`config.mk`:
```
export PLATFORM = sky130hd
export DESIGN_NAME = igfr_front
export DESIGN_NICKNAME = d
export VERILOG_FILES = /design/src/hdl/igfr_pkg.sv /design/src/hdl/igfr_front.sv
export SDC_FILE = /design/constraint.sdc
export NUM_CORES = 1
export LEC_CHECK = 0
export BUFFER_PORTS_ARGS = -buffer_cell sky130_fd_sc_hd__buf_4
export CAP_MARGIN = 5
export CORE_AREA = 3 3 61 63
export DETAILED_ROUTE_END_ITERATION = 6
export DIE_AREA = 0 0 64 66
export SYNTH_ARGS = -nofsm -noshare
export SYNTH_HDL_FRONTEND = slang
export SYNTH_SLANG_ARGS = --single-unit
```
`constraint.sdc`:
```
create_clock -name clk -period 1.7 [get_ports clk]
set_clock_uncertainty 0.05 [all_clocks]
set_input_delay 0 -clock clk [delete_from_list [all_inputs] [get_ports clk]]
set_output_delay 0 -clock clk [all_outputs]
set_load 0.005 [all_outputs]
```
`src/hdl/igfr_pkg.sv`:
```
// ----------------------------------------------------------------------------
// igfr_pkg
// Shared types and constants of the idle-gap frame ring receiver.
// ----------------------------------------------------------------------------
package igfr_pkg;

    localparam int BYTE_W     = 8;
    localparam int LEN_W      = 8;
    localparam int GAP_W      = 4;
    localparam int CMDQ_DEPTH = 4;

    localparam logic [GAP_W-1:0] GAP_RESET = 4'd2;

    localparam logic [1:0] OP_BYTE = 2'd0;
    localparam logic [1:0] OP_TICK = 2'd1;
    localparam logic [1:0] OP_POP  = 2'd2;

    typedef enum logic [1:0] {
        CMD_BYTE,
        CMD_CLOSE,
        CMD_POP
    } cmd_op_t;

    typedef struct packed {
        cmd_op_t             op;
        logic                rcv;
        logic [LEN_W-1:0]    len;
        logic [BYTE_W-1:0]   data;
    } cmd_t;

endpackage

```
`src/hdl/igfr_front.sv`:
```
// ----------------------------------------------------------------------------
// igfr_front
// Accepts input items, tracks reception and the idle gap, and issues commands.
// ----------------------------------------------------------------------------
module igfr_front #(
    parameter int FRAME_BYTES = 128
) (
    input  logic                        clk,
    input  logic                        rst_n,
    input  logic                        push,
    output logic                        full,
    input  logic [1:0]                  opcode,
    input  logic [igfr_pkg::BYTE_W-1:0] rx_byte,
    input  logic                        cfg_valid,
    output logic                        cfg_ready,
    input  logic [igfr_pkg::GAP_W-1:0]  cfg_data,
    output logic                        q_push,
    output igfr_pkg::cmd_t              q_din,
    input  logic                        q_full
);
    import igfr_pkg::*;

    logic [GAP_W-1:0] gap_ticks_reg;
    logic             receiving_reg;
    logic             receiving_next;
    logic [GAP_W-1:0] gap_reg;
    logic [GAP_W-1:0] gap_next;
    logic [GAP_W-1:0] gap_dec;
    logic [LEN_W-1:0] count_reg;
    logic [LEN_W-1:0] count_next;
    logic             accept;

    assign cfg_ready = 1'b1;
    assign full      = q_full;
    assign accept    = push && !q_full;
    assign gap_dec   = (gap_reg != '0) ? gap_reg - GAP_W'(1) : '0;

    always_comb
    begin
        receiving_next = receiving_reg;
        gap_next       = gap_reg;
        count_next     = count_reg;
        q_push         = 1'b0;
        q_din.op       = CMD_POP;
        q_din.rcv      = receiving_reg;
        q_din.len      = count_reg;
        q_din.data     = rx_byte;
        if (accept)
        begin
            case (opcode)
                OP_BYTE:
                begin
                    receiving_next = 1'b1;
                    gap_next       = gap_ticks_reg;
                    if (count_reg < LEN_W'(FRAME_BYTES))
                    begin
                        q_push     = 1'b1;
                        q_din.op   = CMD_BYTE;
                        count_next = count_reg + LEN_W'(1);
                    end
                end
                OP_TICK:
                begin
                    if (receiving_reg)
                    begin
                        if (gap_dec == '0)
                        begin
                            q_push         = 1'b1;
                            q_din.op       = CMD_CLOSE;
                            receiving_next = 1'b0;
                            gap_next       = '0;
                            count_next     = '0;
                        end
                        else
                        begin
                            gap_next = gap_dec;
                        end
                    end
                end
                OP_POP:
                begin
                    q_push = 1'b1;
                end
                default:
                begin
                end
            endcase
        end
    end

    always_ff @(posedge clk or negedge rst_n)
    begin
        if (!rst_n)
        begin
            gap_ticks_reg <= GAP_RESET;
            receiving_reg <= 1'b0;
            gap_reg       <= '0;
            count_reg     <= '0;
        end
        else
        begin
            if (cfg_valid && cfg_ready)
            begin
                gap_ticks_reg <= cfg_data;
            end
            receiving_reg <= receiving_next;
            gap_reg       <= gap_next;
            count_reg     <= count_next;
        end
    end

endmodule

```
==> impl_metrics.yaml <==
run_status:
  outcome: "finished clean"
synth:
  synth-xor-area-share: 0.0182
  synth_mux_area_frac: 0.0351
  synth-edff-count: 0
  async_reset_ff_frac: 1.00
  synthCells: 98
  syn_area_um2: 963
  synth_flop_cell: "dfrtp_1"
  synth-seq-cells: 17
  yosys.area.top_type: "dfrtp_1"
  synth_top_family_by_area: "simple AND/OR/NAND/NOR gates"
  synth_compound_area_frac: 0.149
  yosysSeqAreaShare: 0.443
  synth_area_per_cell_um2: 9.83
  synth_fa_ha_area_frac: 0.0130
  synth_simple_gate_area_frac: 0.219
  yosys_warnings: 0
  synthDominantCellAreaShare: 0.416
  yosysUniqueCellTypes: 39
  synthesis.nets: 118
  netlist_top_cells_area: "dfrtp_1, buf_4, mux2_2, nand3_1, o21ai_0"
clock_tree:
  cts-root-buf: "clkbuf_4"
  clock-sinks: 17
  worstSkewPairLatency_ns: 0.29
  cts_buffers: 3
  cts_tree: "yes"
  cts.reportedPaths.clkPinSlew_ns: 0.10
  cts_max_path_buffers: 2
  htree_levels: 1
timing:
  slew_viol_final: 0
  fin_tns_setup_ns: 0
  fin_ws_ns: 0.127
  relSlewSlack: 0.635
  worst_slew_pin_slew_ns: 0.543
  finalSetupViolCount: 0
  hold_violations: 0
  holdWs_ns: 0.0166
  max_freq_mhz: 636
  min_period_ns: 1.57
  finalCritPeriodShare: 0.925
  grt_setup_unrepaired: "true"
finish:
  nNetsFinal: 155
  layout_commonest_cell: "buf_4"
  drive_gt1_frac: 0.321
  largest_register_ffs: 8
  syn2layout_area_growth_pct: 39.2
  multiInputGateArea_um2: 429
  antenna_cells: 0
  register_area_um2: 427
  final_cell_mix: "buf_4, dlygate4sd3_1, dfrtp_1"
  n_fill_cell: 328
setup_path:
  critPathArrivalTime_ns: 1.52
  required_ns: 1.65
  crit_family: "flip-flops"
  path_class: "reg -> out"
  crit_chain: "nor3_2 -> buf_4 -> nand3b_1 -> a221oi_2 -> buf_4"
  cpMaxStageDelayCell: "dfrtp_1"
  cp_max_fo: 4
  path_common_cell: "buf_4"
  startpoint_type: "flip-flop"
  path_buf_inv: 2
  cpPeakStageDelay_ns: 0.43
  cp-end-kind: "output port"
detailed_routing:
  drt-initial-drc-count: 22
  viasPerCell: 4.78
  routed-via-count: 861
  ant_nets: 0
  drt-total-wl_um: 2250
  drcViolationCount: 0
  firstDrtPassIters: 4
  wire_per_inst_um: 12.5
floorplanning:
  core_area_mm2: 0.00328
  fp.dieH_um: 66
  fp-row-count: 21
  die_w_um: 64
  initial_core_util: 0.293
  dieArea_mm2: 0.00422
  io_pins: 41
job:
  drv_cap: 0
grt:
  grt_pass1_wl_um: 3860
  antenna_found_initial: 0
  grt_overflow: 0
  grt_max_degree: 18
  grt_usage: 0.116
  grt_pass1_vias: 853
placed_design:
  dpl.hpwl_um: 1600
  gp_congestion: 0.780
  io_buffers: 23
  dp_worst_setup_slack_ns: 0.304
hold_path:
  hp-class: "in -> reg"
power_and_ir_drop:
  p_leak_nw: 0.630
  power_mw: 1.21
  ir_drop_mv: 0.303
  power_density_mw_per_mm2: 901
-- final cells by class --
type	count	area share
Multi-Input combinational cell	63	0.320
Sequential cell	17	0.318
Timing Repair Buffer	45	0.285
Tap cell	46	0.0429
Clock buffer	4	0.0196
Inverter	5	0.0140
-- path summary, 6_finish.rpt --
path                                  start                to  slack (ns)  cells past startpoint
setup reg to reg                 gap_reg[2]      count_reg[1]        0.31                      5
min in group asynchronous             rst_n  gap_ticks_reg[2]        0.05                      2
setup / recovery                 gap_reg[2]            q_push        0.13                      5
hold / removal                    opcode[1]        gap_reg[2]        0.02                      3
hold reg to reg            gap_ticks_reg[3]        gap_reg[3]        0.45                      1
max in group asynchronous             rst_n  gap_ticks_reg[1]        1.30                      2
-- cells by family (layout without fill, tap and decap cells) --
family                   Yosys count  after routing
multiplexers                       3              3
buffers and inverters             18             54
AO/OA/AOI/OAI                     21             21
XOR/XNOR                           2              2
other                              1              1
flip-flops                        17             17
adder cells (fa/ha/maj)            1              1
AND/OR/NAND/NOR                   35             35
-- synthesized netlist by cell type, types with 2 or more instances --
cell,n
inv_1,4
nor2_1,6
nand3_1,6
or3_1,2
dfrtp_1,16
and3_1,2
mux2_2,3
and4_1,2
nand2_1,5
xor2_1,2
buf_4,12
o21ai_0,6
a21oi_1,4
nand4_1,3
-- power breakdown --
group | switching, mW | leakage, nW | internal, mW
combinational | 0.166 | 0.400 | 0.228
clock | 0.128 | 0.0150 | 0.0911
sequential | 0.108 | 0.216 | 0.487
total | 0.402 | 0.630 | 0.807
-- per-layer routing --
metal	track usage	routed length [um]	share of wire	up-vias
met3	0.0306	194	0.086	2
met4	0.0647	27	0.012	0
met5	0	0	0	-
li1	-	-	-	421
met1	0.145	953	0.42	403
met2	0.182	1080	0.48	35
-- worst register-to-register path, cell delays in order (launching register included) --
cell     delay [ns]
dfrtp_1        0.43
nor3_2         0.21
nand4_2        0.18
inv_2          0.17
a21oi_2        0.05
a32o_1         0.19
-- repair_timing --
item,CTS,global route
setup endpoints to repair,0,1
hold buffers,18,0
buffers inserted,0,1
gates resized for setup,0,1
hold endpoints to repair,29,0
-- through the flow --
| stage | util | std cells | area (um^2) |
|---|---|---|---|
| 6_report | 0.408 | 180 | 1340 |
| 4_1_cts | 0.404 | 179 | 1330 |
| 2_1_floorplan | - | 98 | 963 |
| 3_5_place_dp | 0.341 | 157 | 1120 |
| 3_3_place_gp | 0.341 | 157 | 1120 |
| 5_1_grt | 0.408 | 180 | 1340 |
No activity file was read; power rests on OpenSTA's default activity.
