==> config.mk <==
export PLATFORM = sky130hd
export DESIGN_NAME = igfr_cmd_fifo
export DESIGN_NICKNAME = d
export VERILOG_FILES = /design/src/hdl/igfr_pkg.sv /design/src/hdl/igfr_cmd_fifo.sv
export SDC_FILE = /design/constraint.sdc
export NUM_CORES = 1
export LEC_CHECK = 0
export BUFFER_PORTS_ARGS = -buffer_cell sky130_fd_sc_hd__buf_2
export CAP_MARGIN = 20
export CORE_MARGIN = 8
export CORE_UTILIZATION = 30
export DETAILED_ROUTE_END_ITERATION = 12
export GPL_ROUTABILITY_DRIVEN = 1
export PLACE_DENSITY = 0.44
export SYNTH_ARGS = -nofsm -noshare
export SYNTH_HDL_FRONTEND = slang
export SYNTH_SLANG_ARGS = --single-unit
==> constraint.sdc <==
create_clock -name clk -period 4.15 [get_ports clk]
set_input_delay 0.83 -clock clk [delete_from_list [all_inputs] [get_ports clk]]
set_output_delay 0.83 -clock clk [all_outputs]
set_load 0.02 [all_outputs]
==> src/hdl/igfr_pkg.sv <==
// ----------------------------------------------------------------------------
// igfr_pkg
// Shared types and constants of the idle-gap frame ring receiver.
// ----------------------------------------------------------------------------
package igfr_pkg;

    localparam int BYTE_W     = 8;
    localparam int LEN_W      = 8;
    localparam int GAP_W      = 4;
    localparam int CMDQ_DEPTH = 4;

    localparam logic [GAP_W-1:0] GAP_RESET = 4'd2;

    localparam logic [1:0] OP_BYTE = 2'd0;
    localparam logic [1:0] OP_TICK = 2'd1;
    localparam logic [1:0] OP_POP  = 2'd2;

    typedef enum logic [1:0] {
        CMD_BYTE,
        CMD_CLOSE,
        CMD_POP
    } cmd_op_t;

    typedef struct packed {
        cmd_op_t             op;
        logic                rcv;
        logic [LEN_W-1:0]    len;
        logic [BYTE_W-1:0]   data;
    } cmd_t;

endpackage

==> src/hdl/igfr_cmd_fifo.sv <==
// ----------------------------------------------------------------------------
// igfr_cmd_fifo
// Short command queue between the front and the back.
// ----------------------------------------------------------------------------
module igfr_cmd_fifo (
    input  logic           clk,
    input  logic           rst_n,
    input  logic           push,
    input  igfr_pkg::cmd_t din,
    output logic           full,
    input  logic           pop,
    output igfr_pkg::cmd_t dout,
    output logic           empty
);
    import igfr_pkg::*;

    localparam int PTR_W = $clog2(CMDQ_DEPTH);
    localparam int CNT_W = $clog2(CMDQ_DEPTH + 1);

    cmd_t             entry_reg [CMDQ_DEPTH];
    logic [PTR_W-1:0] head_reg;
    logic [PTR_W-1:0] tail_reg;
    logic [CNT_W-1:0] count_reg;

    assign full  = (count_reg == CNT_W'(CMDQ_DEPTH));
    assign empty = (count_reg == '0);
    assign dout  = entry_reg[head_reg];

    always_ff @(posedge clk)
    begin
        if (push && !full)
        begin
            entry_reg[tail_reg] <= din;
        end
    end

    always_ff @(posedge clk or negedge rst_n)
    begin
        if (!rst_n)
        begin
            head_reg  <= '0;
            tail_reg  <= '0;
            count_reg <= '0;
        end
        else
        begin
            if (push && !full)
            begin
                tail_reg <= tail_reg + PTR_W'(1);
            end
            if (pop && !empty)
            begin
                head_reg <= head_reg + PTR_W'(1);
            end
            if ((push && !full) && !(pop && !empty))
            begin
                count_reg <= count_reg + CNT_W'(1);
            end
            else if (!(push && !full) && (pop && !empty))
            begin
                count_reg <= count_reg - CNT_W'(1);
            end
        end
    end

endmodule

==> results by group, run 1 <==
Die
  • I/O pin cnt: 44
  • Core Region: between 10,000 and 15,000 sq um
  • Die Wd: 119 microns
  • Row count: 37
  • Starting Density: 0.307
  • DIE AREA: about 14,000 sq um
  • Die H: approximately 120 microns

Timing
  • Max Slew Vio Count: 0
  • Slew @ Worst Pin: just over 1000 ps
  • Setup TNS: 0 ps
  • Fmax: between 300 and 400 MHz
  • Fin crit share: 0.710
  • Fin. Hold Viols: 0
  • Min cycle time layout: just under 3000 ps
  • Number of setup violations in the final report: 0
  • Unrepaired setup endpoints after global routing: no
  • Skew final: 7.89 ps
  • Slew margin rel.: 0.307

Worst setup path
  • CP Max Fanout: 13
  • Crit Path Class: flop to primary output
  • Setup crit end kind: primary output
  • Setup crit start kind: flop
  • Worst endpoint required time: 3320 ps
  • CP arrival: ~2100 ps
  • R2R Setup Slk: 1860 ps

Synth
  • Netlist cell types: 21
  • Adder-Cell Fraction of Synth Area: 0.0261
  • Post-synth top area share: 0.722
  • Warnings, synthesis: 0
  • Post-Syn Nets: around 160
  • Synth area leaders: edfxtp_1 (72%), mux4_2 (14%), dfrtp_1 (5.5%), ha_1 (2.0%), xnor2_1 (1.1%)
  • Largest family of logic cells by synthesized area: multiplexers
  • Most instantiated cells after synthesis: edfxtp_1 (76), mux4_2 (19), dfrtp_1 (7)
  • Syn Inst Count: between 100 and 150
  • Post-synth EDFFs: 76
  • Mean Syn Cell Area: around 23 sq um
  • Asr flop ratio synth: 0.0843
  • Top-count cell post-synth: edfxtp_1
  • Cell taking the most area after synthesis: edfxtp_1
  • Post-Synth Simple-Gate Area: 0.0198
  • Synth Cell Area: about 3200 sq um
  • Post-synthesis sequential area ratio: 0.778
  • XOR/XNOR Fraction of Synth Area: 0.0166
  • Synth Flop Type: edfxtp_1
  • Post-synthesis mux area share: 0.144
  • Compound-cell area share of the yosys netlist: 0
  • Yosys reg bits: 83

Clock tree
  • Setup bufs post-CTS: 0
  • Post-CTS sizing: 0
  • Clock Tree Buf Depth: 2
  • Clock-pin transition on the worst setup and hold timing paths: about 80 ps
  • TritonCTS clock tree: done
  • CTS Sinks: 83
  • Hold_buf cts: 0
  • Clk_lat worst skew: 340 ps
  • CTS Root Cell: clkbuf_8
  • CTS buffer count: 9
  • # H-tree levels: 3

Finish
  • Share of cells above drive strength 1: 0.422
  • Fin cells: approximately 330
  • FILL cells: 977
  • Register Area: ~2500 sq um
  • Area Overhead vs Synth: 19.3%
  • Area of the multi-input gates: roughly 650 sq um
  • Post-route cell area: approximately 3800 sq um
  • N_diodes: 0
  • Largest register FFs: 76
  • Post-layout net count: around 220

Global route
  • Global-route wire length before repair: 9600 microns
  • Met3 usage: 0.0238
  • Initial antenna violation count: 0
  • Vias in the first global route: around 1,700
  • GR Util All Layers: 0.0902
  • Met2 Use GR: 0.152
  • Gr busiest metal: met2
  • Grt total ovfl: 0
  • M1 GR Usage: 0.104
  • Largest net degree at the start of global routing: 21

Placed design
  • DP HPWL: 3970 microns
  • Area post-placement: 3520 sq um
  • Placed Cells: 310
  • Buffers on Ports: 43
  • GPL Wtd Cong: 0.686

Detailed routing
  • Detailed Route Iter0 Violations: 55
  • Drt via density: ~4.3
  • Final ANT Viol Nets: 0
  • Vias: around 1,400
  • Initial DRT Pass Iterations: 4
  • Per-cell routed wire length: roughly 18 microns
  • Drt total wl: ~6000 microns
  • # DRC: 0

Power
  • Leak: ~1.3 nW
  • Power per cell area: around 720 nW/um^2
  • Peak VDD IR: slightly above 0.2 mV

Job
  • Max cap viols: 0

Worst hold path
  • Hold Path Class: input port to async pin

Run status
  • Outcome: finished clean
metrics by stage:
step | setup WS (ps) | power, mW | utilization | hold WS (ps)
after detailed placement | 1390 | 2.15 | 0.342 | 491
final | 1200 | 2.73 | 0.367 | 310
after CTS | 1130 | 2.76 | 0.363 | 299
after floorplan | 2010 | 1.85 | - | 445
after global routing | 1010 | 2.89 | 0.367 | 296
after global placement | 1490 | 2.10 | 0.342 | 462
power breakdown:
group          internal, mW  switching [mW]  total [mW]
Clock                 0.338           0.270       0.608
Sequential             1.12           0.126        1.24
Combinational         0.400           0.475       0.875
cell type report:
cell class / instances / area share
clock buffers: 11 / 0.0349
flip-flops and latches: 83 / 0.652
multi-input cells: 43 / 0.173
repair buffers: 46 / 0.0704
well taps: 136 / 0.0452
inverters: 4 / 0.00398
clock inverters: 5 / 0.0206
layout by cell type (no fill, tap or decap), drive strengths merged:
| master | Yosys | final |
|---|---|---|
| nand2 | 1 | 1 |
| inv | 4 | 4 |
| or3 | 1 | 1 |
| dfrtp | 7 | 7 |
| mux2 | 2 | 2 |
| edfxtp | 76 | 76 |
| nand3 | 1 | 1 |
| and2 | 4 | 4 |
| buf | 4 | 46 |
| nor2b | 1 | 1 |
| xnor2 | 4 | 4 |
| bufinv | 0 | 2 |
| xor2 | 2 | 2 |
| clkbuf | 1 | 11 |
| ha | 5 | 5 |
| fa | 1 | 1 |
| mux4 | 19 | 19 |
| clkinv | 0 | 3 |
| nor2 | 1 | 1 |
| nor3b | 1 | 1 |
kinds of logic after synthesis:
| group | Yosys count |
|---|---|
| XOR/XNOR | 6 |
| adder cells (fa/ha/maj) | 6 |
| buffers and inverters | 9 |
| flip-flops | 83 |
| multiplexers | 21 |
| AND/OR/NAND/NOR | 10 |
worst paths after layout:
kind                               from               end  cells after the start
max                         head_reg[0]           dout[4]                      3
min in group clk           count_reg[2]      count_reg[2]                      1
max in group asynchronous         rst_n       head_reg[0]                      1
max reg2reg                count_reg[2]  entry_reg[1][12]                      3
min                               rst_n       head_reg[1]                      1
min reg2reg                count_reg[2]      count_reg[2]                      1
worst max-delay path, stage by stage (launching register included):
cell and delay, ps:
dfrtp_1 650, buf_4 380, mux4_2 570, buf_2 180
per-layer routing:
layer,part of all wire,routed length (microns),vias up
met3,0.039,235,7
met2,0.50,3000,33
met1,0.44,2650,739
met5,0,0,-
li1,-,-,645
met4,0.015,89,0
Note: power is estimated with default switching activity, not from simulation.
==> run 2: changes to the inputs <==
--- a/config.mk
+++ b/config.mk
@@ -5,13 +5,14 @@
 export SDC_FILE = /design/constraint.sdc
 export NUM_CORES = 1
 export LEC_CHECK = 0
+export ABC_AREA = 1
 export BUFFER_PORTS_ARGS = -buffer_cell sky130_fd_sc_hd__buf_2
 export CAP_MARGIN = 20
 export CORE_MARGIN = 8
 export CORE_UTILIZATION = 30
 export DETAILED_ROUTE_END_ITERATION = 12
 export GPL_ROUTABILITY_DRIVEN = 1
-export PLACE_DENSITY = 0.44
+export PLACE_DENSITY = 0.45
 export SYNTH_ARGS = -nofsm -noshare
 export SYNTH_HDL_FRONTEND = slang
 export SYNTH_SLANG_ARGS = --single-unit
==> constraint.sdc (replaced) <==
create_clock -name clk -period 2.45 [get_ports clk]
set_input_delay 0.49 -clock clk [delete_from_list [all_inputs] [get_ports clk]]
set_output_delay 0.49 -clock clk [all_outputs]
set_load 0.02 [all_outputs]
==> run 2 against run 1 <==
Sequential share of layout area shrank 8.5 points; clock power grew 130%; die area grew 11%; area after synthesis grew 13%; combinational power grew 140%; synthesized cell count grew 110%; non-clock buffer count grew 8; worst setup slack lost 760 ps; global-route usage grew 0.30 points; clock-buffer cell count shrank 1; flip-flop and latch count is the same; highest routed layer unchanged.
==> results by group, run 2 <==
Timing
  • Skew final: between 10 and 15 ps
  • Min cycle time layout: between 2000 and 2500 ps
  • Fin crit share: 0.821
  • Number of setup violations in the final report: 0
  • Fin. Hold Viols: 0
  • Max Slew Vio Count: 0
  • Hold_ws: between 300 and 400 ps
  • Unrepaired setup endpoints after global routing: no
  • Setup TNS: 0 ps
  • Slew @ Worst Pin: 479 ps
  • Fmax: between 400 and 500 MHz
  • Slew margin rel.: 0.681

Power
  • Leak: approximately 1.8 nW
  • Peak VDD IR: 0.482 mV
  • Power per cell area: between 1000 and 1500 nW/um^2
  • Overall Power: ~5.5 mW

Worst setup path
  • CP arrival: 1520 ps
  • Crit Path Class: flop to primary output
  • Worst endpoint required time: between 1500 and 2000 ps
  • CP Max Fanout: 56
  • Setup crit start kind: flop
  • Setup crit end kind: primary output

Finish
  • Most frequent cells in the layout: edfxtp_1 (76), nand2_1 (75), inv_1 (52)
  • Area Overhead vs Synth: 21.8%
  • Register Area: between 2000 and 2500 sq um
  • Post-layout net count: 365
  • Share of cells above drive strength 1: 0.276
  • N_diodes: 0
  • Largest register FFs: 76
  • FILL cells: 1,132
  • Area of the multi-input gates: slightly above 800 sq um
  • Post-route cell area: approximately 4300 sq um
  • Most common library cell in the layout ignoring fill and taps: edfxtp_1

Synth
  • Mean Syn Cell Area: ~13 sq um
  • Post-synthesis sequential area ratio: 0.691
  • Warnings, synthesis: 0
  • Top-count cell post-synth: edfxtp_1
  • Synth Cell Area: around 3600 sq um
  • Post-Syn Nets: approximately 310
  • Cell taking the most area after synthesis: edfxtp_1
  • Yosys reg bits: slightly above 80
  • Synth Flop Type: edfxtp_1
  • Netlist cell types: 18
  • Most instantiated cells after synthesis: edfxtp_1 (76), nand2_1 (75), inv_1 (52)
  • Post-synth top area share: 0.641
  • Synth area leaders: edfxtp_1 (64%), nand2_1 (7.9%), o211ai_2 (6.7%), inv_1 (5.5%), dfrtp_1 (4.9%)
  • Asr flop ratio synth: 0.0843
  • Post-synth EDFFs: 76
  • Syn Inst Count: between 200 and 300

Global route
  • Initial antenna violation count: 0
  • Largest net degree at the start of global routing: 57
  • Vias in the first global route: between 2,000 and 2,500
  • Global-route wire length before repair: 11,400 microns
  • GR Util All Layers: 0.0933
  • Grt total ovfl: 0

Die
  • Die H: 125 microns
  • Core Region: roughly 12,000 sq um
  • Starting Density: 0.309
  • DIE AREA: about 16,000 sq um
  • Row count: 39
  • Die Wd: ~120 microns
  • I/O pin cnt: between 40 and 50

Clock tree
  • Clock-pin transition on the worst setup and hold timing paths: about 60 ps
  • TritonCTS clock tree: done
  • Clock Tree Buf Depth: 2
  • Setup bufs post-CTS: 0
  • CTS Sinks: just over 80
  • Clk_lat worst skew: roughly 330 ps
  • # H-tree levels: 3
  • CTS buffer count: 9
  • CTS Root Cell: clkbuf_16

Detailed routing
  • Initial DRT Pass Iterations: 5
  • Vias: 2,079
  • # DRC: 0
  • Drt total wl: just under 7000 microns
  • Per-cell routed wire length: about 14 microns
  • Final ANT Viol Nets: 0
  • Drt via density: 4.30
  • Detailed Route Iter0 Violations: 96

Placed design
  • Area post-placement: about 4000 sq um
  • DP HPWL: roughly 4600 microns
  • GPL Wtd Cong: between 0.6 and 0.7
  • Buffers on Ports: 43

Worst hold path
  • Hold Path Class: input port to flop

Job
  • Max cap viols: 0

Run status
  • Outcome: finished clean
-- run 2: metrics by stage --
step / util / instances / worst slack [ps]
after floorplan: - / 283 / 519
after global placement: 0.348 / 467 / 552
after detailed placement: 0.348 / 467 / 465
after CTS: 0.376 / 484 / 409
after global routing: 0.376 / 484 / 280
final: 0.376 / 484 / 440
-- run 2: where the power goes --
group          leakage (nW)  switching [mW]  internal, mW
clock                 0.157           0.522         0.894
combinational         0.911            1.37         0.703
sequential            0.781           0.106          1.88
total                  1.85            2.00          3.48
-- run 2: per-layer routing --
layer	share of wire	routed length, microns	up-vias	GRT usage
met5	0	0	-	0
met4	0.010	70	0	0.0279
met3	0.047	323	8	0.0342
met2	0.49	3340	41	0.157
met1	0.46	3140	962	0.109
li1	-	-	1068	-
-- run 2: area by class of cell --
class,count,area share
Clock inverter,6,0.0202
Tap cell,143,0.0413
Inverter,55,0.0476
Clock buffer,10,0.0528
Multi-Input combinational cell,133,0.190
Sequential cell,83,0.567
Timing Repair Buffer,54,0.0808
-- run 2: cell families (layout without fill, tap and decap cells) --
logic type / count (synthesis) / count (layout) / share of synthesized area
buf+inv: 67 / 125 / 0.0805
xor+xnor: 1 / 1 / 0.00246
compound gates: 39 / 39 / 0.108
fa+ha+maj: 6 / 6 / 0.0232
flops: 83 / 83 / 0.691
simple gates: 87 / 87 / 0.0949
-- run 2: critical path, stage by stage (launching register included) --
cell and delay [ps]:
dfrtp_1 400, inv_2 90, buf_12 250, nand2_1 80
o211ai_1 90, nand2_1 100, buf_2 170
-- run 2: path summary, 6_finish.rpt --
| path | startpoint | to | slack (ps) | cells after the start |
|---|---|---|---|---|
| max | head_reg[0] | dout[16] | 440 | 6 |
| min | din[1] | entry_reg[2][1] | 380 | 1 |
| max reg2reg | count_reg[0] | count_reg[1] | 480 | 9 |
| min reg2reg | count_reg[2] | count_reg[2] | 510 | 2 |
| max in group asynchronous | rst_n | head_reg[1] | 1750 | 2 |
| min in group asynchronous | rst_n | count_reg[0] | 530 | 2 |
-- run 2: timing repair --
item,in CTS,in global routing
setup endpoints to repair,0,0
gates resized for setup,0,0
hold buffers,1,0
hold endpoints to repair,7,0
==> run 3: changes to the inputs <==
==> constraint.sdc (replaced) <==
create_clock -name clk -period 1.6 [get_ports clk]
set_input_delay 0.32 -clock clk [delete_from_list [all_inputs] [get_ports clk]]
set_output_delay 0.32 -clock clk [all_outputs]
set_load 0.02 [all_outputs]
==> run 3 against run 2 <==
The flow now finishes with violations (negative setup slack); clock-buffer cell count down 1; critical path depth did not move; via count is 4.3% higher; hold slack got worse by 170 ps; core utilization rose by 4.0 points; cell area is 11% higher.
==> results by group, run 3 (synthesis gave the netlist of run 2 again) <==
Timing
  • Slew margin rel.: 0.860
  • Worst setup margin: -221 ps
  • Max Slew Vio Count: 0
  • Skew final: 6.16 ps
  • Fin crit share: 1.14
  • Setup TNS: -3530 ps
  • Fin. Hold Viols: 0
  • Fmax: 549 MHz
  • Min cycle time layout: 1820 ps
  • Unrepaired setup endpoints after global routing: yes
  • Number of setup violations in the final report: 19
  • Slew @ Worst Pin: approximately 210 ps

Detailed routing
  • Initial DRT Pass Iterations: 4
  • Drt total wl: roughly 7500 microns
  • Detailed Route Iter0 Violations: 86
  • Drt via density: ~4.3
  • # DRC: 0
  • Vias: ~2,200
  • Final ANT Viol Nets: 0
  • Per-cell routed wire length: 14.9 microns

Finish
  • Most frequent cells in the layout: edfxtp_1 (76), nand2_1 (68), inv_1 (49)
  • FILL cells: 1,094
  • Area Overhead vs Synth: 34.7%
  • Post-layout net count: 388
  • Post-route cell area: 4790 sq um
  • Share of cells above drive strength 1: 0.360
  • N_diodes: 0
  • Largest register FFs: 76
  • Most common library cell in the layout ignoring fill and taps: edfxtp_1

Global route
  • GR Util All Layers: 0.101
  • Grt total ovfl: 0
  • Largest net degree at the start of global routing: 20
  • Initial antenna violation count: 0
  • Global-route wire length before repair: about 12,000 microns
  • Vias in the first global route: 2,326

Power
  • Leak: roughly 2 nW
  • Peak VDD IR: between 0.7 and 0.8 mV
  • Overall Power: approximately 9.7 mW
  • Power per cell area: about 2000 nW/um^2

Clock tree
  • CTS Root Cell: clkbuf_16
  • CTS Sinks: between 80 and 90
  • Clock Tree Buf Depth: 2
  • # H-tree levels: 3
  • TritonCTS clock tree: done
  • CTS buffer count: 9
  • Clk_lat worst skew: between 300 and 400 ps
  • Clock-pin transition on the worst setup and hold timing paths: about 60 ps

Die
  • DIE AREA: 15,600 sq um
  • Row count: 39
  • I/O pin cnt: 44
  • Core Region: 11,500 sq um
  • Die H: around 120 microns
  • Starting Density: 0.309
  • Die Wd: between 100 and 150 microns

Worst setup path
  • Setup crit end kind: primary output
  • Setup crit start kind: flop
  • CP Max Fanout: 8
  • Worst endpoint required time: around 1300 ps
  • Crit Path Class: flop to primary output
  • CP arrival: ~1500 ps

Job
  • Max cap viols: 0

Worst hold path
  • Hold Path Class: input port to flop

Placed design
  • Area post-placement: about 4200 sq um
  • Buffers on Ports: between 40 and 50
  • DP HPWL: roughly 4600 microns
  • GPL Wtd Cong: about 0.68

Run status
  • Failing checks: negative setup slack
  • Outcome: finished, violations left
run 3: final timing paths:
check                                   from          endpoint  slack, ps  depth (start not counted)
min in group asynchronous              rst_n      count_reg[0]        350                          2
worst max-delay path             head_reg[0]          dout[13]       -220                          6
worst min-delay path                 din[11]  entry_reg[2][11]        200                          1
max in group asynchronous              rst_n       head_reg[1]       1090                          2
worst min register to register   tail_reg[0]       tail_reg[0]        540                          2
worst max register to register  count_reg[1]      count_reg[2]         10                         10
run 3: what timing repair did:
action | CTS | global route
gates resized for setup | 27 | 22
gates cloned | 4 | 1
endpoints found under the setup margin | 21 | 23
endpoints found under the hold margin | 7 | 0
pin swaps | 15 | 20
buffers inserted | 7 | 0
hold buffers | 1 | 0
run 3: through the flow:
stage	setup slack, ps	instances	hold slack (ps)	util
after floorplan	-8.41	283	24.4	-
after detailed placement	-48.3	479	172	0.363
after global routing	-359	507	193	0.416
after CTS	-235	506	191	0.408
final	-221	507	203	0.416
after global placement	-26.7	479	171	0.363
run 3: per-layer routing:
layer  part of all wire  GRT usage  vias to the layer above
li1                   -          -                     1112
met1               0.45      0.111                     1012
met2               0.48      0.173                       37
met3              0.051     0.0394                        7
met4              0.012     0.0351                        0
met5                  0          0                        -
run 3: final cells by class:
type / count / area (sq um) / area share
Sequential cell: 83 / 2460 / 0.513
Timing Repair Buffer: 77 / 767 / 0.160
Inverter: 55 / 209 / 0.0436
Tap cell: 143 / 179 / 0.0373
Clock inverter: 7 / 67.6 / 0.0141
Clock buffer: 9 / 225 / 0.0470
Multi-Input combinational cell: 133 / 890 / 0.186
run 3: power breakdown:
group / internal (mW) / switching, mW
sequential: 2.87 / 0.162
clock: 1.20 / 0.810
combinational: 2.14 / 2.50
total: 6.21 / 3.47
run 3: critical path, cell delays in order (launching register included):
cell and delay, ps:
dfrtp_1 390, inv_4 70, buf_12 140, buf_16 140, o211ai_1 200, nand2_1 100, buf_6 130
